### config.mk
export PLATFORM = sky130hd
export DESIGN_NAME = run_length_byte_decompressor_unit
export DESIGN_NICKNAME = d
export VERILOG_FILES = /design/src/design/rlbd_pkg.sv /design/src/design/rlbd_front.sv /design/src/design/rlbd_queue.sv /design/src/design/rlbd_back.sv /design/src/design/run_length_byte_decompressor_unit.sv
export VERILOG_INCLUDE_DIRS = /design/src /design/src/design
export SDC_FILE = /design/constraint.sdc
export NUM_CORES = 1
export LEC_CHECK = 0
export ABC_CLOCK_PERIOD_IN_PS = 5150
export BUFFER_PORTS_ARGS = -buffer_cell sky130_fd_sc_hd__buf_2
export CORE_MARGIN = 3
export CORE_UTILIZATION = 60
export DETAILED_ROUTE_END_ITERATION = 10
export PLACE_DENSITY_LB_ADDON = 0.12
export REMOVE_ABC_BUFFERS = 1
export SLEW_MARGIN = 20
export SYNTH_ARGS = -nofsm -noshare
export SYNTH_HDL_FRONTEND = slang
export SYNTH_SLANG_ARGS = --single-unit
export TNS_END_PERCENT = 10
### constraint.sdc
create_clock -name clock -period 5.15 [get_ports clock]
set_clock_uncertainty 0.15 [all_clocks]
set_input_delay 0 -clock clock [delete_from_list [all_inputs] [get_ports clock]]
set_output_delay 0 -clock clock [all_outputs]
set_load 0.01 [all_outputs]
### src/design/assert_macros.svh
// Assertion macros shared by the decoder's RTL files.
`ifndef ASSERT_MACROS_SVH
`define ASSERT_MACROS_SVH

// Checks a property at every rising clock edge outside reset.
`define ASSERT_CLK(lbl, clk, rst, prop, msg) \
   lbl: assert property (@(posedge clk) disable iff (rst) (prop)) else $error(msg);

// Checks that a condition implies a consequence in the same cycle.
`define ASSERT_IMPL(lbl, clk, rst, cond, cons, msg) \
   lbl: assert property (@(posedge clk) disable iff (rst) (cond) |-> (cons)) else $error(msg);

`endif

### src/design/rlbd_pkg.sv
// Types and constants shared by the byte-run decoder modules.
`default_nettype none

package rlbd_pkg;

   // Decoded bytes per result word and width of the byte count.
   localparam int LANES = 4;
   localparam int CNT_W = 3;

   // Command queue between the front end and the back end.
   localparam int QDEPTH = 2;
   localparam int QPTR_W = $clog2(QDEPTH);
   localparam int QCNT_W = $clog2(QDEPTH + 1);

   // Byte and run-length widths.
   localparam int DATA_W = 8;
   localparam int LEN_W = 8;

   // Result word: four bytes and the count, padded to whole bytes.
   localparam int RSP_TDATA_W = 40;

   // Header code that is skipped.
   localparam logic [DATA_W-1:0] NOOP_CODE = 8'h80;

   // Decoder mode, one-hot.
   typedef enum logic [2:0] {
      MODE_HEADER  = 3'b001,
      MODE_REPEAT  = 3'b010,
      MODE_LITERAL = 3'b100
   } mode_type;

   // One unit of work for the back end: a byte, how often it repeats,
   // and whether its last result closes the group.
   typedef struct packed {
      logic [DATA_W-1:0] data;
      logic [LEN_W-1:0]  len;
      logic              end_flag;
   } cmd_type;

   // Queue status seen by both ends.
   typedef struct packed {
      logic full;
      logic empty;
   } qstat_type;

endpackage

`default_nettype wire

### src/design/rlbd_front.sv
// Front end: accepts code bytes, tracks header state and queues commands.
`default_nettype none

module rlbd_front (
   input  wire logic                clock,
   input  wire logic                reset,
   input  wire logic                req_tvalid,
   output logic                     req_tready,
   input  wire logic [7:0]          req_tdata,   // [7:0] code_byte
   input  wire logic                req_tlast,   // last_in
   output logic                     push,
   output rlbd_pkg::cmd_type        cmd,
   input  wire rlbd_pkg::qstat_type qstat
);
   import rlbd_pkg::*;

   mode_type         mode_ff, mode_in;
   logic [LEN_W-1:0] pend_ff, pend_in;
   logic             accept;
   logic             lit_end;

   // Header bytes never need queue space, but a simple stall keeps it uniform.
   assign req_tready = !qstat.full;
   assign accept     = req_tvalid && req_tready;
   assign lit_end    = (pend_ff <= LEN_W'(1));

   // Classify the byte against the current mode.
   always_comb begin
      mode_in = mode_ff;
      pend_in = pend_ff;
      push    = 1'b0;
      cmd     = '{data: req_tdata, len: pend_ff, end_flag: 1'b1};
      if (accept) begin
         unique case (mode_ff)
            MODE_REPEAT: begin
               push    = 1'b1;
               mode_in = MODE_HEADER;
               pend_in = '0;
            end
            MODE_LITERAL: begin
               push = 1'b1;
               cmd  = '{data: req_tdata, len: LEN_W'(1), end_flag: lit_end};
               if (lit_end) begin
                  mode_in = MODE_HEADER;
                  pend_in = '0;
               end else begin
                  pend_in = pend_ff - LEN_W'(1);
               end
            end
            default: begin
               mode_in = MODE_HEADER;
               pend_in = '0;
               if (req_tdata == NOOP_CODE) begin
                  mode_in = MODE_HEADER;
               end else if (req_tdata[DATA_W-1]) begin
                  // Repeat run of 257 - code bytes.
                  mode_in = MODE_REPEAT;
                  pend_in = LEN_W'(9'd257 - {1'b0, req_tdata});
               end else begin
                  // Literal group of code + 1 bytes.
                  mode_in = MODE_LITERAL;
                  pend_in = LEN_W'(req_tdata) + LEN_W'(1);
               end
            end
         endcase
         // The final byte of a stream always returns to header state.
         if (req_tlast) begin
            mode_in = MODE_HEADER;
            pend_in = '0;
         end
      end
   end

   // Mode registers.
   always_ff @(posedge clock) begin
      if (reset) begin
         mode_ff <= MODE_HEADER;
         pend_ff <= '0;
      end else begin
         mode_ff <= mode_in;
         pend_ff <= pend_in;
      end
   end

endmodule

`default_nettype wire

### src/design/rlbd_queue.sv
// Short command queue between the front end and the back end.
`default_nettype none
`include "assert_macros.svh"

module rlbd_queue (
   input  wire logic              clock,
   input  wire logic              reset,
   input  wire logic              push,
   input  wire rlbd_pkg::cmd_type push_cmd,
   input  wire logic              pop,
   output rlbd_pkg::cmd_type      pop_cmd,
   output rlbd_pkg::qstat_type    qstat
);
   import rlbd_pkg::*;

   cmd_type           slot_ff [QDEPTH];
   logic [QPTR_W-1:0] wr_ptr_ff, wr_ptr_in;
   logic [QPTR_W-1:0] rd_ptr_ff, rd_ptr_in;
   logic [QCNT_W-1:0] cnt_ff, cnt_in;

   assign qstat.full  = (cnt_ff == QCNT_W'(QDEPTH));
   assign qstat.empty = (cnt_ff == '0);
   assign pop_cmd     = slot_ff[rd_ptr_ff];

   // Pointer and fill-count update.
   always_comb begin
      wr_ptr_in = wr_ptr_ff;
      rd_ptr_in = rd_ptr_ff;
      cnt_in    = cnt_ff;
      if (push) begin
         wr_ptr_in = (wr_ptr_ff == QPTR_W'(QDEPTH - 1)) ? '0 : wr_ptr_ff + QPTR_W'(1);
      end
      if (pop) begin
         rd_ptr_in = (rd_ptr_ff == QPTR_W'(QDEPTH - 1)) ? '0 : rd_ptr_ff + QPTR_W'(1);
      end
      if (push && !pop) begin
         cnt_in = cnt_ff + QCNT_W'(1);
      end else if (pop && !push) begin
         cnt_in = cnt_ff - QCNT_W'(1);
      end
   end

   always_ff @(posedge clock) begin
      if (reset) begin
         wr_ptr_ff <= '0;
         rd_ptr_ff <= '0;
         cnt_ff    <= '0;
      end else begin
         wr_ptr_ff <= wr_ptr_in;
         rd_ptr_ff <= rd_ptr_in;
         cnt_ff    <= cnt_in;
      end
   end

   // Storage needs no reset.
   always_ff @(posedge clock) begin
      if (push) begin
         slot_ff[wr_ptr_ff] <= push_cmd;
      end
   end

   `ASSERT_CLK(a_cnt_bound, clock, reset, cnt_ff <= QCNT_W'(QDEPTH), "queue overfilled")
   `ASSERT_IMPL(a_pop_nonempty, clock, reset, pop, !qstat.empty, "pop from empty queue")
   `ASSERT_IMPL(a_push_room, clock, reset, push, !qstat.full || pop, "push into full queue")

endmodule

`default_nettype wire

### src/design/rlbd_back.sv
// Back end: expands queued commands into result words of up to four bytes.
`default_nettype none
`include "assert_macros.svh"

module rlbd_back (
   input  wire logic                clock,
   input  wire logic                reset,
   output logic                     pop,
   input  wire rlbd_pkg::cmd_type   cmd,
   input  wire rlbd_pkg::qstat_type qstat,
   output logic                     rsp_tvalid,
   input  wire logic                rsp_tready,
   output logic [39:0]              rsp_tdata,  // [7:0] out_byte0, [15:8] out_byte1,
                                                // [23:16] out_byte2, [31:24] out_byte3,
                                                // [34:32] byte_count, [39:35] zero
   output logic                     rsp_tlast   // group_end
);
   import rlbd_pkg::*;

   // Command being expanded.
   logic              cur_vld_ff, cur_vld_in;
   logic [DATA_W-1:0] cur_data_ff, cur_data_in;
   logic [LEN_W-1:0]  cur_left_ff, cur_left_in;
   logic              cur_end_ff, cur_end_in;

   // Output register.
   logic              out_vld_ff, out_vld_in;
   logic [DATA_W-1:0] out_byte_ff [LANES];
   logic [CNT_W-1:0]  out_cnt_ff;
   logic              out_last_ff;

   logic              emit;
   logic              last_chunk;
   logic [CNT_W-1:0]  chunk;
   logic [LEN_W-1:0]  left_next;

   // One result word per cycle whenever the output register frees up.
   assign emit       = cur_vld_ff && (!out_vld_ff || rsp_tready);
   assign last_chunk = (cur_left_ff <= LEN_W'(LANES));
   assign chunk      = last_chunk ? CNT_W'(cur_left_ff) : CNT_W'(LANES);
   assign left_next  = cur_left_ff - LEN_W'(chunk);
   assign pop        = !qstat.empty && (!cur_vld_ff || (emit && last_chunk));

   // Load the next command or count down the current one.
   always_comb begin
      cur_vld_in  = cur_vld_ff;
      cur_data_in = cur_data_ff;
      cur_left_in = cur_left_ff;
      cur_end_in  = cur_end_ff;
      if (emit) begin
         cur_left_in = left_next;
         if (last_chunk) begin
            cur_vld_in = 1'b0;
         end
      end
      if (pop) begin
         cur_vld_in  = 1'b1;
         cur_data_in = cmd.data;
         cur_left_in = cmd.len;
         cur_end_in  = cmd.end_flag;
      end
   end

   always_comb begin
      out_vld_in = out_vld_ff;
      if (emit) begin
         out_vld_in = 1'b1;
      end else if (rsp_tready) begin
         out_vld_in = 1'b0;
      end
   end

   always_ff @(posedge clock) begin
      if (reset) begin
         cur_vld_ff <= 1'b0;
         out_vld_ff <= 1'b0;
      end else begin
         cur_vld_ff <= cur_vld_in;
         out_vld_ff <= out_vld_in;
      end
   end

   always_ff @(posedge clock) begin
      cur_data_ff <= cur_data_in;
      cur_left_ff <= cur_left_in;
      cur_end_ff  <= cur_end_in;
   end

   // Fill the output word; lanes past the count read as zero.
   always_ff @(posedge clock) begin
      if (emit) begin
         for (int j = 0; j < LANES; j++) begin
            out_byte_ff[j] <= (CNT_W'(j) < chunk) ? cur_data_ff : '0;
         end
         out_cnt_ff  <= chunk;
         out_last_ff <= cur_end_ff && last_chunk;
      end
   end

   assign rsp_tvalid = out_vld_ff;
   assign rsp_tlast  = out_last_ff;
   assign rsp_tdata  = {5'b0, out_cnt_ff, out_byte_ff[3], out_byte_ff[2],
                        out_byte_ff[1], out_byte_ff[0]};

   `ASSERT_IMPL(a_cur_nonzero, clock, reset, cur_vld_ff, cur_left_ff != '0,
                "active command has no bytes left")
   `ASSERT_IMPL(a_cnt_range, clock, reset, out_vld_ff,
                out_cnt_ff != '0 && out_cnt_ff <= CNT_W'(LANES), "byte count out of range")

endmodule

`default_nettype wire

### src/design/run_length_byte_decompressor_unit.sv
// Top level of the byte-run (PackBits) decoder.
//
//   Channel | Dir | Ports           | Words
//   req     | in  | req_t*          | one compressed code byte, tlast ends the stream
//   rsp     | out | rsp_t*          | up to four decoded bytes, tlast ends a group
//
// A header byte gives no result word.
// A literal byte gives one result word; a repeat byte of a run of n gives ceil(n/4)
// words (up to 32), one per cycle from the back end's expansion counter while rsp is not stalled.
// Input stalls only when the two-entry command queue is full.
// Reset is synchronous and clears the mode, queue and valid flags; no clearing pass.
`default_nettype none

module run_length_byte_decompressor_unit (
   input  wire logic        clock,
   input  wire logic        reset,
   input  wire logic        req_tvalid,
   output logic             req_tready,
   input  wire logic [7:0]  req_tdata,   // [7:0] code_byte
   input  wire logic        req_tlast,   // last_in
   output logic             rsp_tvalid,
   input  wire logic        rsp_tready,
   output logic [39:0]      rsp_tdata,   // [7:0] out_byte0, [15:8] out_byte1,
                                         // [23:16] out_byte2, [31:24] out_byte3,
                                         // [34:32] byte_count, [39:35] zero
   output logic             rsp_tlast    // group_end
);
   import rlbd_pkg::*;

   logic      push;
   logic      pop;
   cmd_type   push_cmd;
   cmd_type   pop_cmd;
   qstat_type qstat;

   // Front end: header decoding.
   rlbd_front u_front (
      .clock      (clock),
      .reset      (reset),
      .req_tvalid (req_tvalid),
      .req_tready (req_tready),
      .req_tdata  (req_tdata),
      .req_tlast  (req_tlast),
      .push       (push),
      .cmd        (push_cmd),
      .qstat      (qstat)
   );

   // Command queue.
   rlbd_queue u_queue (
      .clock    (clock),
      .reset    (reset),
      .push     (push),
      .push_cmd (push_cmd),
      .pop      (pop),
      .pop_cmd  (pop_cmd),
      .qstat    (qstat)
   );

   // Back end: run expansion and output register.
   rlbd_back u_back (
      .clock      (clock),
      .reset      (reset),
      .pop        (pop),
      .cmd        (pop_cmd),
      .qstat      (qstat),
      .rsp_tvalid (rsp_tvalid),
      .rsp_tready (rsp_tready),
      .rsp_tdata  (rsp_tdata),
      .rsp_tlast  (rsp_tlast)
   );

endmodule

`default_nettype wire
==> results.md <==
- Total CTS buffers: 9
- Worst hold-check slack: 0.294 ns
- Number of buffer and inverter stages on the critical path: 0
- Post-route minimum period: 2.86 ns
- Detailed Routing Iterations Pass 1: 4
- Number of remaining DRC errors: 0
- Post-synthesis to final-layout area growth: 13.6%
- Path length in cells of the critical path: 6
- All-layer global routing usage: 20.0%
- Portion of the clock cycle consumed by the worst path in the final layout: 55.6%
- Filler cells: 530
- Setup CP Type: reg -> reg
- Static leakage: 1.90 nW
- Diodes inserted: 0
- Max cap viols: 0
- Met2 layer usage reported by global route: 32.6%
- Commonest non-fill, non-tap cells in the layout: sky130_fd_sc_hd__edfxtp_1 (87), sky130_fd_sc_hd__buf_2 (50), sky130_fd_sc_hd__and2_1 (25), sky130_fd_sc_hd__nor2b_1 (23), sky130_fd_sc_hd__nor2_1 (23)
- Horizontal extent of the die: 94.2 um
- Met1 usage: 25.9%
- CP peak stage delay: 0.51 ns
- I/O pins: 56
- CTS H-Tree Depth: 3
- Mean instance size in the synthesized netlist: 12.9 um^2
- Worst min-delay path category: in -> reg
- Number of buffer cells added on primary ports: 50
- Worst slack after detailed placement: 2.33 ns
- Yosys warning count: 0
- Overall die height: 94.2 um
- Top Usage Layer GRT: met2
- Unique masters post-synth: 60
- Grt met3 use: 4.49%
- Clock latency reported for the late side of the worst-skew pair: 0.36 ns
- Global placer's final weighted congestion: 0.916
- Cell depth of the worst hold path: 2
- Post-Synthesis Cell Area: 4670 um^2
- Crit path setup slack, layout: 2.29 ns
- Most common library cell in the layout ignoring fill and taps: sky130_fd_sc_hd__edfxtp_1
- Highest Clock Rate: 349 MHz
- Number of enable-type register cells in the synthesized netlist: 87
- WL final: 7.95 mm
- Power Total: 2.34 mW
- RSZ-0062 raised after global routing: false
- Path depth of the worst reg2reg path: 6
- Post-cts sizing count: 0
- Aggregate global routing overflow: 0
- Max-slew headroom: 43.1%
- Maximum buffer depth of the clock tree: 2
- Cell class contributing the biggest share of worst-path delay: simple AND/OR/NAND/NOR gates
- Number of antenna violations at the first check in global routing: 0
- FP Rows: 31
- Synth area leaders: sky130_fd_sc_hd__edfxtp_1 (56%), sky130_fd_sc_hd__dfxtp_1 (7.7%), sky130_fd_sc_hd__and2_1 (3.3%), sky130_fd_sc_hd__nor2b_1 (3.2%), sky130_fd_sc_hd__mux2_2 (2.2%)
- Global-route wire length before repair: 13.6 mm
- Cell Chain, Critical Path: or3_1 -> o41ai_2 -> o21ai_2 -> ha_1 -> or3_1 -> a21oi_1
- 1st-iter DRT viols: 112
- Initial core utilization: 63.0%
- Root cell of the clock tree: sky130_fd_sc_hd__clkbuf_8
- PD cells: 442 nW/um^2
- FF+latch count, synth: 105
- Count of buffers added by post-CTS timing repair for setup: 0
- Total number of vias: 2894
- CP Max Fanout: 19
- Count of pins over their slew limit: 0
- Cell count after synthesis: 362
- Number of nets still failing antenna checks after routing: 0
- Clock transition time at the flip-flop clock pins of the worst setup and hold paths: 0.10 ns
- Area enclosed by the die boundary: 8880 um^2
- CP Data Required Time: 5.29 ns
- Placeable core region: 7410 um^2
- Share of the yosys chip area belonging to registers: 63.7%
- Number of placed instances with taps included: 503
- Data arrival time of the critical path: 3.00 ns
- Worst slew pin tran: 0.853 ns
- Clock tree from TritonCTS: yes
- Post-route non-filler standard cell count: 532
- CTS Hold Bufs: 13
- Slowest cell on crit path: sky130_fd_sc_hd__or3_1
- Sinks on the clock net: 105
- Fin nets: 449
- Peak ir drop on the vdd network: 0.189 mV
- Fraction of registers with async set/reset: 0%
- Worst setup SP type: flop
- Top FF cell, synth: sky130_fd_sc_hd__edfxtp_1
- Fraction of final layout cells sized beyond drive strength 1: 21.9%
- Sum of negative setup slack: 0 ns
- Pin count of the biggest net entering global routing: 38
- Vias in the first global route: 2837
- Kind of end point of the critical path: flop
- Run status: complete, no violations
- Area share of the largest cell type after synthesis: 55.9%
- Library cell appearing most often on the critical path: sky130_fd_sc_hd__or3_1
- Area leader, netlist: sky130_fd_sc_hd__edfxtp_1
- Number of endpoints with negative hold slack in the final report: 0
- Via-to-Cell Ratio: 5.44
- HPWL Detailed: 5.59 mm
- Detail-routed net length per standard cell: 14.9 um
- Total of endpoints with negative setup slack in the final report: 0
power by group:
part           internal (mW)  leakage [nW]  switching, mW
Sequential              1.15         0.949          0.117
Combinational          0.259         0.862          0.350
Clock                  0.184        0.0925          0.283
area by class of cell:
cell class                 instances  area [um^2]  area share, %
clock inverter                     7         58.8           1.11
timing repair buffer              65          395           7.45
inverter                           8         30.0          0.566
multi-input combinational        239         1600           30.2
sequential                       105         2970           56.0
clock buffer                       9          124           2.33
tap                               99          124           2.33
cells by family after synthesis:
kind of cell               after synthesis  synth area share (%)
AOI/OAI and AO/OA                       66                  9.41
other                                    2                 0.161
DFF                                    105                  63.7
buffers and inverters                   22                  2.57
adders and majority gates                8                  2.14
muxes                                   17                  3.89
and+or+nand+nor                        131                  16.1
xor gates and xnor gates                11                  2.06
synthesized netlist by cell type, types with 2 or more instances:
library cell and instances:
sky130_fd_sc_hd__a22o_1 2, sky130_fd_sc_hd__and2_1 25, sky130_fd_sc_hd__nand2_1 13, sky130_fd_sc_hd__or3_1 4, sky130_fd_sc_hd__or4_1 3, sky130_fd_sc_hd__o31ai_1 2
sky130_fd_sc_hd__a21oi_1 17, sky130_fd_sc_hd__buf_4 5, sky130_fd_sc_hd__o21ai_2 3, sky130_fd_sc_hd__or2_2 3, sky130_fd_sc_hd__clkbuf_1 4, sky130_fd_sc_hd__mux2i_1 8
sky130_fd_sc_hd__o211ai_1 2, sky130_fd_sc_hd__o21ai_0 8, sky130_fd_sc_hd__nor2_1 23, sky130_fd_sc_hd__nor4_1 2, sky130_fd_sc_hd__mux2_2 9, sky130_fd_sc_hd__a211oi_1 6
sky130_fd_sc_hd__xnor2_1 5, sky130_fd_sc_hd__nand3_1 7, sky130_fd_sc_hd__buf_6 2, sky130_fd_sc_hd__o21ai_1 3, sky130_fd_sc_hd__a22oi_1 2, sky130_fd_sc_hd__nor3_1 10
sky130_fd_sc_hd__edfxtp_1 87, sky130_fd_sc_hd__nand2b_1 4, sky130_fd_sc_hd__xor2_1 6, sky130_fd_sc_hd__ha_1 8, sky130_fd_sc_hd__buf_2 2, sky130_fd_sc_hd__dfxtp_1 18
sky130_fd_sc_hd__conb_1 2, sky130_fd_sc_hd__nor2b_1 24, sky130_fd_sc_hd__o22ai_1 5, sky130_fd_sc_hd__a31oi_1 5, sky130_fd_sc_hd__inv_1 8
metrics by stage:
stage / utilization [%] / area, um^2
6_report: 71.6 / 5310
5_1_grt: 71.6 / 5310
4_1_cts: 71.6 / 5310
3_5_place_dp: 67.4 / 4990
3_3_place_gp: 67.4 / 4990
2_1_floorplan: - / 4590
metal layers:
metal,vias to the layer above,part of all wire (%)
met5,-,0
met4,0,2.4
met3,12,4.8
met2,74,49
met1,1346,44
li1,1462,-
registers in the layout (all words and copies together) (netlist names), 2 cells and up, named ones only:
register / flops
u_queue.slot_ff: 34
u_back.out_byte_ff: 32
u_back.cur_data_ff: 8
u_back.cur_left_ff: 8
u_front.pend_ff: 8
u_back.out_cnt_ff: 3
u_front.mode_ff: 3
u_queue.cnt_ff: 2
worst paths after layout:
| kind | start | endpoint | slack, ns |
|---|---|---|---|
| hold / removal | req_tdata[6] | u_queue.slot_ff[0][15] | 0.29 |
| hold reg to reg | u_front.mode_ff[2] | u_front.mode_ff[2] | 0.36 |
| setup / recovery | u_back.cur_left_ff[3] | u_queue.cnt_ff[1] | 2.29 |
| setup reg to reg | u_back.cur_left_ff[3] | u_queue.cnt_ff[1] | 2.29 |
(Power assumes the default switching activity.)
